--- src/rtl/assert_macros.svh ---
// Assertion macros shared by the keypad debouncer RTL.
`ifndef ASSERT_MACROS_SVH
`define ASSERT_MACROS_SVH

`ifndef ASSERT_OFF

// Concurrent check on clk_i, disabled while rst_ni is low.
`define KDHR_ASSERT(label, prop, msg) \
  label: assert property (@(posedge clk_i) disable iff (!rst_ni) (prop)) else $error(msg);

// Concurrent check with explicit clock and active-low reset.
`define KDHR_ASSERT_CLK(label, clk, rst_n, prop, msg) \
  label: assert property (@(posedge clk) disable iff (!(rst_n)) (prop)) else $error(msg);

`else

`define KDHR_ASSERT(label, prop, msg)
`define KDHR_ASSERT_CLK(label, clk, rst_n, prop, msg)

`endif

`endif

--- src/rtl/kdhr_pkg.sv ---
// Types and constants of the keypad debouncer with hold and repeat.
`default_nettype none

package kdhr_pkg;

  localparam int unsigned PinBits   = 9;
  localparam int unsigned DebW      = 8;
  localparam int unsigned HoldW     = 16;
  localparam int unsigned KeyNumW   = 4;
  localparam int unsigned DataW     = 32;
  localparam int unsigned AddrW     = 4;

  localparam logic [DebW-1:0]  DebounceLimitRst = 8'd5;
  localparam logic [HoldW-1:0] HoldLimitRst     = 16'd50;
  localparam logic [HoldW-1:0] RepeatLimitRst   = 16'd100;

  typedef enum logic [1:0] {
    REG_DEBOUNCE = 2'd0,
    REG_HOLD     = 2'd1,
    REG_REPEAT   = 2'd2
  } reg_idx_e;

  typedef enum logic [2:0] {
    MODE_UP   = 3'b001,
    MODE_DOWN = 3'b010,
    MODE_HOLD = 3'b100
  } key_mode_e;

  // Per-key status after the current tick's update.
  typedef struct packed {
    logic pressed;
    logic held;
    logic press_evt;
    logic chg;
  } lane_stat_t;

  typedef struct packed {
    logic [PinBits-1:0] pressed_mask;
    logic [PinBits-1:0] held_mask;
    logic [KeyNumW-1:0] recent_key;
    logic               changed;
  } result_t;

  typedef struct packed {
    logic [DebW-1:0]  debounce_limit;
    logic [HoldW-1:0] hold_limit;
    logic [HoldW-1:0] repeat_limit;
  } limits_t;

endpackage

`default_nettype wire

--- src/rtl/kdhr_lane.sv ---
// One key's debounce, hold and repeat state machine.
`default_nettype none

module kdhr_lane
  import kdhr_pkg::*;
(
  input  wire logic       clk_i,
  input  wire logic       rst_ni,
  input  wire logic       en_i,
  input  wire logic       down_i,
  input  wire limits_t    lim_i,
  output lane_stat_t      stat_o
);

  `include "assert_macros.svh"

  key_mode_e        mode_q, mode_d;
  logic [DebW-1:0]  deb_q, deb_d;
  logic [HoldW-1:0] hold_q, hold_d;
  logic [DebW:0]    deb_next;
  logic [HoldW:0]   hold_next;
  logic             deb_hit;
  logic             chg;
  logic             press_evt;

  // Counts are compared one bit wider so a saturated hold count still meets any limit.
  assign deb_next  = {1'b0, deb_q} + (DebW+1)'(1);
  assign hold_next = {1'b0, hold_q} + (HoldW+1)'(1);
  assign deb_hit   = deb_next >= {1'b0, lim_i.debounce_limit};

  always_comb begin
    mode_d    = mode_q;
    deb_d     = deb_q;
    hold_d    = hold_q;
    chg       = 1'b0;
    press_evt = 1'b0;
    case (mode_q)
      MODE_DOWN: begin
        if (down_i) begin
          hold_d = hold_next[HoldW] ? {HoldW{1'b1}} : hold_next[HoldW-1:0];
          if (hold_next >= {1'b0, lim_i.hold_limit}) begin
            mode_d = MODE_HOLD;
            chg    = 1'b1;
          end
        end else if (deb_hit) begin
          deb_d  = '0;
          mode_d = MODE_UP;
          hold_d = '0;
          chg    = 1'b1;
        end else begin
          deb_d = deb_next[DebW-1:0];
        end
      end
      MODE_HOLD: begin
        if (down_i) begin
          if (hold_next >= {1'b0, lim_i.repeat_limit}) begin
            hold_d = '0;
            chg    = 1'b1;
          end else begin
            hold_d = hold_next[HoldW-1:0];
          end
        end else if (deb_hit) begin
          deb_d  = '0;
          mode_d = MODE_UP;
          hold_d = '0;
          chg    = 1'b1;
        end else begin
          deb_d = deb_next[DebW-1:0];
        end
      end
      default: begin
        if (down_i) begin
          if (deb_hit) begin
            deb_d     = '0;
            mode_d    = MODE_DOWN;
            hold_d    = '0;
            chg       = 1'b1;
            press_evt = 1'b1;
          end else begin
            deb_d = deb_next[DebW-1:0];
          end
        end else begin
          deb_d = '0;
        end
      end
    endcase
  end

  always_ff @(posedge clk_i or negedge rst_ni) begin
    if (!rst_ni) begin
      mode_q <= MODE_UP;
      deb_q  <= '0;
      hold_q <= '0;
    end else if (en_i) begin
      mode_q <= mode_d;
      deb_q  <= deb_d;
      hold_q <= hold_d;
    end
  end

  assign stat_o.pressed   = (mode_d == MODE_DOWN) || (mode_d == MODE_HOLD);
  assign stat_o.held      = (mode_d == MODE_HOLD);
  assign stat_o.press_evt = press_evt;
  assign stat_o.chg       = chg;

  `KDHR_ASSERT(a_rel_idle_clears, en_i && (mode_q == MODE_UP) && !down_i |=> deb_q == '0, "idle count kept")
  `KDHR_ASSERT(a_press_clears_hold, en_i && press_evt |=> (mode_q == MODE_DOWN) && (hold_q == '0), "hold not cleared")
  `KDHR_ASSERT(a_hold_frozen, !en_i |=> $stable(hold_q) && $stable(mode_q), "lane moved while idle")

endmodule

`default_nettype wire

--- src/rtl/kdhr_merge.sv ---
// Merges lane status into one result and buffers it toward the output.
`default_nettype none

module kdhr_merge
  import kdhr_pkg::*;
#(
  parameter int unsigned NumKeys = 9
) (
  input  wire logic                    clk_i,
  input  wire logic                    rst_ni,
  input  wire logic                    in_fire_i,
  input  wire lane_stat_t [NumKeys-1:0] stat_i,
  input  wire logic                    out_stall_i,
  output logic                         out_valid_o,
  output logic                         full_o,
  output result_t                      res_o
);

  `include "assert_macros.svh"

  logic [KeyNumW-1:0] last_q, last_d;
  logic [NumKeys-1:0] chg_vec;
  logic [PinBits-1:0] pmask, hmask;
  result_t            res_new;
  result_t            out_q, skid_q;
  logic               out_valid_q, skid_valid_q;
  logic               out_fire;
  logic               out_load;

  for (genvar k = 0; k < PinBits; k++) begin : g_mask
    if (k < NumKeys) begin : g_key
      assign pmask[k] = stat_i[k].pressed;
      assign hmask[k] = stat_i[k].held;
    end else begin : g_nokey
      assign pmask[k] = 1'b0;
      assign hmask[k] = 1'b0;
    end
  end

  for (genvar k = 0; k < NumKeys; k++) begin : g_chg
    assign chg_vec[k] = stat_i[k].chg;
  end

  // Highest-numbered key pressed this tick wins; keys without a pin report none.
  always_comb begin
    last_d = last_q;
    for (int unsigned k = 0; k < NumKeys; k++) begin
      if (stat_i[k].press_evt) begin
        last_d = (k < PinBits) ? KeyNumW'(k + 1) : '0;
      end
    end
  end

  assign res_new.pressed_mask = pmask;
  assign res_new.held_mask    = hmask;
  assign res_new.recent_key   = last_d;
  assign res_new.changed      = |chg_vec;

  always_ff @(posedge clk_i or negedge rst_ni) begin
    if (!rst_ni) begin
      last_q <= '0;
    end else if (in_fire_i) begin
      last_q <= last_d;
    end
  end

  assign out_fire = out_valid_q && !out_stall_i;
  assign out_load = !out_valid_q || out_fire;

  always_ff @(posedge clk_i or negedge rst_ni) begin
    if (!rst_ni) begin
      out_valid_q  <= 1'b0;
      skid_valid_q <= 1'b0;
    end else begin
      if (out_load) begin
        out_valid_q <= skid_valid_q || in_fire_i;
      end
      if (skid_valid_q && out_load) begin
        skid_valid_q <= 1'b0;
      end else if (in_fire_i && !out_load) begin
        skid_valid_q <= 1'b1;
      end
    end
  end

  always_ff @(posedge clk_i) begin
    if (out_load) begin
      out_q <= skid_valid_q ? skid_q : res_new;
    end
    if (in_fire_i && !out_load) begin
      skid_q <= res_new;
    end
  end

  assign out_valid_o = out_valid_q;
  assign full_o      = skid_valid_q;
  assign res_o       = out_q;

  `KDHR_ASSERT(a_skid_needs_out, skid_valid_q |-> out_valid_q, "skid entry without output entry")
  `KDHR_ASSERT(a_no_overrun, skid_valid_q |-> !in_fire_i, "transaction taken into a full buffer")
  `KDHR_ASSERT(a_stalled_kept, out_valid_q && out_stall_i |=> out_valid_q, "stalled result dropped")

endmodule

`default_nettype wire

--- src/rtl/keypad_debounce_hold_repeat.sv ---
// Top level: keypad debouncer with hold and auto-repeat, one lane per key.
//
//   channel  direction  handshake                payload
//   in       sink       in_valid_i / in_stall_o  pin_levels_i
//   out      source     out_valid_o / out_stall_i pressed_mask_o, held_mask_o,
//                                                last_key_number_o, changed_o
//   cfg      APB slave  psel/penable/pwrite      paddr, pwdata, prdata
//
// A valid scan tick is taken whenever in_stall_o is low; its result is registered before it
// shows on the out port. All key lanes update in parallel, so the rate is one tick per cycle
// while in_stall_o is low, regardless of NUM_KEYS. A two-entry output buffer takes one more
// tick while a result is stalled; in_stall_o rises only when both entries hold results.
// Reset puts every key in released with zero counts, no last key, and the limits at 5/50/100.
`default_nettype none

module keypad_debounce_hold_repeat
  import kdhr_pkg::*;
#(
  parameter int unsigned NUM_KEYS = 9
) (
  input  wire logic               clk_i,
  input  wire logic               rst_ni,
  input  wire logic               in_valid_i,
  output logic                    in_stall_o,
  input  wire logic [PinBits-1:0] pin_levels_i,
  output logic                    out_valid_o,
  input  wire logic               out_stall_i,
  output logic [PinBits-1:0]      pressed_mask_o,
  output logic [PinBits-1:0]      held_mask_o,
  output logic [KeyNumW-1:0]      last_key_number_o,
  output logic                    changed_o,
  input  wire logic               psel,
  input  wire logic               penable,
  input  wire logic               pwrite,
  input  wire logic [AddrW-1:0]   paddr,
  input  wire logic [DataW-1:0]   pwdata,
  output logic [DataW-1:0]        prdata,
  output logic                    pready
);

  limits_t                  lim_q;
  reg_idx_e                 reg_idx;
  logic                     cfg_wr;
  logic                     in_fire;
  logic                     full;
  logic [NUM_KEYS-1:0]      down;
  lane_stat_t [NUM_KEYS-1:0] stat;
  result_t                  res;

  assign pready  = 1'b1;
  assign reg_idx = reg_idx_e'(paddr[AddrW-1:2]);
  assign cfg_wr  = psel && penable && pwrite;

  always_ff @(posedge clk_i or negedge rst_ni) begin
    if (!rst_ni) begin
      lim_q.debounce_limit <= DebounceLimitRst;
      lim_q.hold_limit     <= HoldLimitRst;
      lim_q.repeat_limit   <= RepeatLimitRst;
    end else if (cfg_wr) begin
      case (reg_idx)
        REG_DEBOUNCE: lim_q.debounce_limit <= pwdata[DebW-1:0];
        REG_HOLD:     lim_q.hold_limit     <= pwdata[HoldW-1:0];
        REG_REPEAT:   lim_q.repeat_limit   <= pwdata[HoldW-1:0];
        default: ;
      endcase
    end
  end

  always_comb begin
    case (reg_idx)
      REG_DEBOUNCE: prdata = DataW'(lim_q.debounce_limit);
      REG_HOLD:     prdata = DataW'(lim_q.hold_limit);
      REG_REPEAT:   prdata = DataW'(lim_q.repeat_limit);
      default:      prdata = '0;
    endcase
  end

  assign in_stall_o = full;
  assign in_fire    = in_valid_i && !full;

  // Keys past the pin vector read as released.
  for (genvar k = 0; k < NUM_KEYS; k++) begin : g_lane
    if (k < PinBits) begin : g_pin
      assign down[k] = !pin_levels_i[k];
    end else begin : g_nopin
      assign down[k] = 1'b0;
    end

    kdhr_lane u_lane (
      .clk_i  (clk_i),
      .rst_ni (rst_ni),
      .en_i   (in_fire),
      .down_i (down[k]),
      .lim_i  (lim_q),
      .stat_o (stat[k])
    );
  end

  kdhr_merge #(
    .NumKeys (NUM_KEYS)
  ) u_merge (
    .clk_i       (clk_i),
    .rst_ni      (rst_ni),
    .in_fire_i   (in_fire),
    .stat_i      (stat),
    .out_stall_i (out_stall_i),
    .out_valid_o (out_valid_o),
    .full_o      (full),
    .res_o       (res)
  );

  assign pressed_mask_o    = res.pressed_mask;
  assign held_mask_o       = res.held_mask;
  assign last_key_number_o = res.recent_key;
  assign changed_o         = res.changed;

endmodule

`default_nettype wire
--- config.mk ---
export PLATFORM = sky130hd
export DESIGN_NAME = keypad_debounce_hold_repeat
export DESIGN_NICKNAME = d
export VERILOG_FILES = /design/src/rtl/kdhr_pkg.sv /design/src/rtl/kdhr_lane.sv /design/src/rtl/kdhr_merge.sv /design/src/rtl/keypad_debounce_hold_repeat.sv
export VERILOG_INCLUDE_DIRS = /design/src /design/src/rtl
export SDC_FILE = /design/constraint.sdc
export NUM_CORES = 2
export LEC_CHECK = 0
export BUFFER_PORTS_ARGS = -buffer_cell sky130_fd_sc_hd__buf_2
export CORE_MARGIN = 2
export CORE_UTILIZATION = 25
export CTS_CLUSTER_DIAMETER = 30
export DETAILED_ROUTE_END_ITERATION = 6
export PLACE_DENSITY_LB_ADDON = 0.08
export RECOVER_POWER = 25
export SETUP_SLACK_MARGIN = 0.02
export SLEW_MARGIN = 20
export SYNTH_ARGS = -nofsm -noshare
export SYNTH_HDL_FRONTEND = slang
export SYNTH_SLANG_ARGS = --single-unit
--- constraint.sdc ---
create_clock -name clk_i -period 3.3 [get_ports clk_i]
set_input_delay 0.825 -clock clk_i [delete_from_list [all_inputs] [get_ports clk_i]]
set_output_delay 0.825 -clock clk_i [all_outputs]
set_load 0.02 [all_outputs]
==> impl_metrics.toml <==
[critical_path]
crit_buf_inv = 2
worstPathMaxFanout = 4
end_kind = "flop"
crit_path_cell_trace = "ha_4, nand4_1, or2_4, nor3_4, xor2_1, buf_4, ha_4, nand2_4, nor2_4, a41oi_2, a31oi_4, or3_4, a22o_4, nor4_4, buf_4, a31oi_1"
start_kind = "flop"
crit_path_top_delay_cell = "dfrtp_1"
arrival_ps = 4250
worstPathRequired_ps = 3760
critPathTopFamily = "simple AND/OR/NAND/NOR gates"
crit_path_max_incr_delay_ps = 410
criticalPathCategory = "reg -> reg"

[clock_network]
htreeDepth = 4
cts_tree = "built"
holdBufCountCts = 0
clk_pin_slew_ps = 40
root_buffer = "clkbuf_16"
clkSinkCount = 335
cts_buffers = 134
cts_buffer_depth = 3
worstSkewPairLatency_ps = 760

[cells_and_area]
drive_gt1_frac = 0.4089
n_fill_cell = 11510
synthToLayoutAreaGrowth_pct = 61.23
fin_util = 0.4075
fin_cells = 6055
fin_area_sq_um = 46720
nets = 4859

[flow_run]
cap_violations = 2

[floorplanning]
ios = 110
row_count = 124
coreArea_sq_um = 114700
initial_core_util = 0.2527
die_w_um = 344.5
die_y_um = 344.5
die-area_sq_um = 118600

[timing]
post-route-min-period_ps = 3795
fin_crit_sh = 1.150
setup_tns_ps = -2992
rsz0062_at_grt = "yes"
slew_violations = 85
timing.final.ws_setup_ps = -494.7
worst_pin_slew_ps = 1787
fmax_mhz = 263.5
finClkSkew_ps = 27.83
hold_viol_final = 0
setup_violations = 38
relSlewSlack = -0.1914

[status]
violations = "max-capacitance violations, max-slew violations, negative setup slack"
outcome = "finished with violations"

[global_routing]
antenna_found_initial = 4
grt_max_degree = 58
overflow = 0
grtUsageTotal = 0.2212
grt_pass1_vias = 30490
grt_pass1_wl_um = 194400

[worst_hold_path]
min-delay-path-class = "in -> reg"

[detailed_routing]
wirelength_um = 132600
drt_iter0_drc = 1641
wire_per_inst_um = 21.89
vias = 30460
first_pass_iters = 5
drtAntennaViolNets = 0
drc = 0
post_drt_via_cell_ratio = 5.031

[power_and_ir_drop]
leakage_nw = 21.01
irDropWorstVdd_uv = 588.0
switching_power_mw = 17.10
p_int_mw = 25.21
pwr-share-seq = 0.159
switching_share = 0.4041
comb_power_share = 0.538
p_per_area_nw_per_um2 = 905.5
power_frac_clock = 0.303

[synthesis]
syn-cell-area_sq_um = 28980
syn_inst = 3418
postSynth.asyncResetShare = 0.8627
yosys_most_used_dff = "dfrtp_1"
yosys.area.top_type_share = 0.2349
synth_area_per_cell_sq_um = 8.478
ys_warn_count = 0
synth-edff-count = 46
ys_top_cells_by_area = "dfrtp_1 (23%), ha_1 (16%), o21ai_0 (5.3%)"
synth_area_leader_cell = "dfrtp_1"
ys_ff_latch = 335
yosys.cell_types.count = 93
seq_area_frac_synth = 0.2980

[placement]
post_dp_cell_area_sq_um = 37300
portBuffers = 74
hpwl_um = 99420
placed_cells = 5685
routabilityCongestion = 0.8811
-- routing by layer --
layer	part of all wire	global-route usage	wire length, um	vias to the layer above
met5	0	0	0	-
met4	0.041	0.08995	5394	0
met3	0.043	0.04051	5766	231
met2	0.45	0.3503	59750	637
met1	0.47	0.2957	61650	14730
li1	-	-	-	14860
-- through the flow --
| step | hold WS, ps | worst slack, ps | total power [mW] |
|---|---|---|---|
| floorplan | 446.3 | -108.3 | 16.34 |
| detailed placement | 482.2 | -860.1 | 25.45 |
| finish | 302.6 | -494.7 | 42.31 |
| global placement | 474.5 | -844.7 | 25.45 |
| global route | 280.5 | -601.5 | 45.11 |
| CTS | 25.93 | -519.0 | 40.13 |
-- cell usage in the layout (no fill, tap or decap), types with 52 or more instances in the layout --
cell,synthesis,routed
buf_2,23,73
a21o_1,53,53
nor2_1,248,210
o21ai_1,12,88
o21ai_0,308,197
ha_1,378,323
dfrtp_1,272,268
nand3_1,137,110
a21oi_1,281,206
buf_6,4,68
buf_4,19,837
nand4_1,80,80
clkbuf_16,0,135
xnor2_1,126,67
xnor2_2,0,52
a21oi_2,0,56
inv_1,94,90
nand2_1,357,324
a22o_1,59,58
-- worst min-delay path, stage by stage --
cell and delay (ps):
buf_2 90, nand2_1 40, o21ai_0 60
-- flip-flops by register name, indices dropped and copies added, names as in the netlist --
register	count
g_lane.u_lane.deb_q	72
g_lane.u_lane.hold_q	144
g_lane.u_lane.mode_q	27
lim_q	40
u_merge.full_o	1
u_merge.last_q	4
u_merge.out_valid_o	1
u_merge.res_o	23
u_merge.skid_q	23
-- final cells by class --
| class | instances | area (sq um) | area share |
|---|---|---|---|
| antenna | 2 | 5.005 | 0.0001071 |
| clock buffer | 206 | 4035 | 0.08636 |
| clock inverter | 42 | 650.6 | 0.01393 |
| inverter | 98 | 367.9 | 0.007873 |
| multi-input combinational | 2845 | 23080 | 0.4941 |
| sequential | 335 | 8640 | 0.1849 |
| tap | 1512 | 1892 | 0.04049 |
| timing repair buffer | 1015 | 8048 | 0.1722 |
-- cell usage after synthesis, types with 9 or more instances --
master,n
ha_1,378
nand2_1,357
o21ai_0,308
a21oi_1,281
dfrtp_1,272
nor2_1,248
nand3_1,137
xnor2_1,126
clkbuf_1,100
inv_1,94
nand4_1,80
a22o_1,59
xor2_1,57
a21o_1,53
nor3_1,51
and3_1,48
edfxtp_1,46
nand2b_1,46
o31ai_1,41
a211oi_1,36
a31oi_1,36
o2bb2ai_1,32
or2_2,28
mux2_2,27
o211ai_1,27
o21a_1,25
and2_1,23
buf_2,23
nor2b_1,23
o22ai_1,22
a32o_1,21
buf_4,19
a22oi_1,17
dfstp_2,17
nor4_1,15
and4_1,13
a211o_1,12
o21ai_1,12
or3_1,11
a21boi_0,9
nor3b_1,9
o21bai_1,9
-- repair_timing --
| action | 4_1_cts | 5_1_grt |
|---|---|---|
| gates cloned | 1 | 1 |
| resized for setup | 365 | 477 |
| pin swaps | 192 | 298 |
| buffers inserted | 56 | 84 |
| endpoints found under the setup margin | 179 | 202 |
-- logic make-up after synthesis --
family,after synthesis,synth area share
and+or+nand+nor,1124,0.1866
AOI/OAI and AO/OA,1104,0.2447
adders and majority gates,382,0.1646
DFF,335,0.2980
buffers and inverters,253,0.03735
xor gates and xnor gates,183,0.05531
muxes,35,0.01326
other,2,0.0002592
-- power by group through the flow --
stage	registers, mW	clock network, mW	logic, mW
floorplan	6.75	0	9.59
global placement	6.66	0	18.8
detailed placement	6.64	0	18.8
CTS	6.66	13.1	20.4
global route	6.92	13.3	24.9
finish	6.72	12.8	22.8
-- path summary, 6_finish.rpt --
check	from	to	slack [ps]	cells after the start
max	g_lane[1].u_lane.hold_q[1]	u_merge.res_o[0]	-490	16
min	pwdata[9]	lim_q[9]	300	3
max reg2reg	g_lane[1].u_lane.hold_q[1]	u_merge.res_o[0]	-490	16
min reg2reg	u_merge.last_q[1]	u_merge.last_q[1]	490	2
max in group asynchronous	rst_ni	g_lane[2].u_lane.deb_q[7]	380	2
min in group asynchronous	rst_ni	g_lane[2].u_lane.hold_q[8]	510	1
Power figures use the tool's default switching activity.
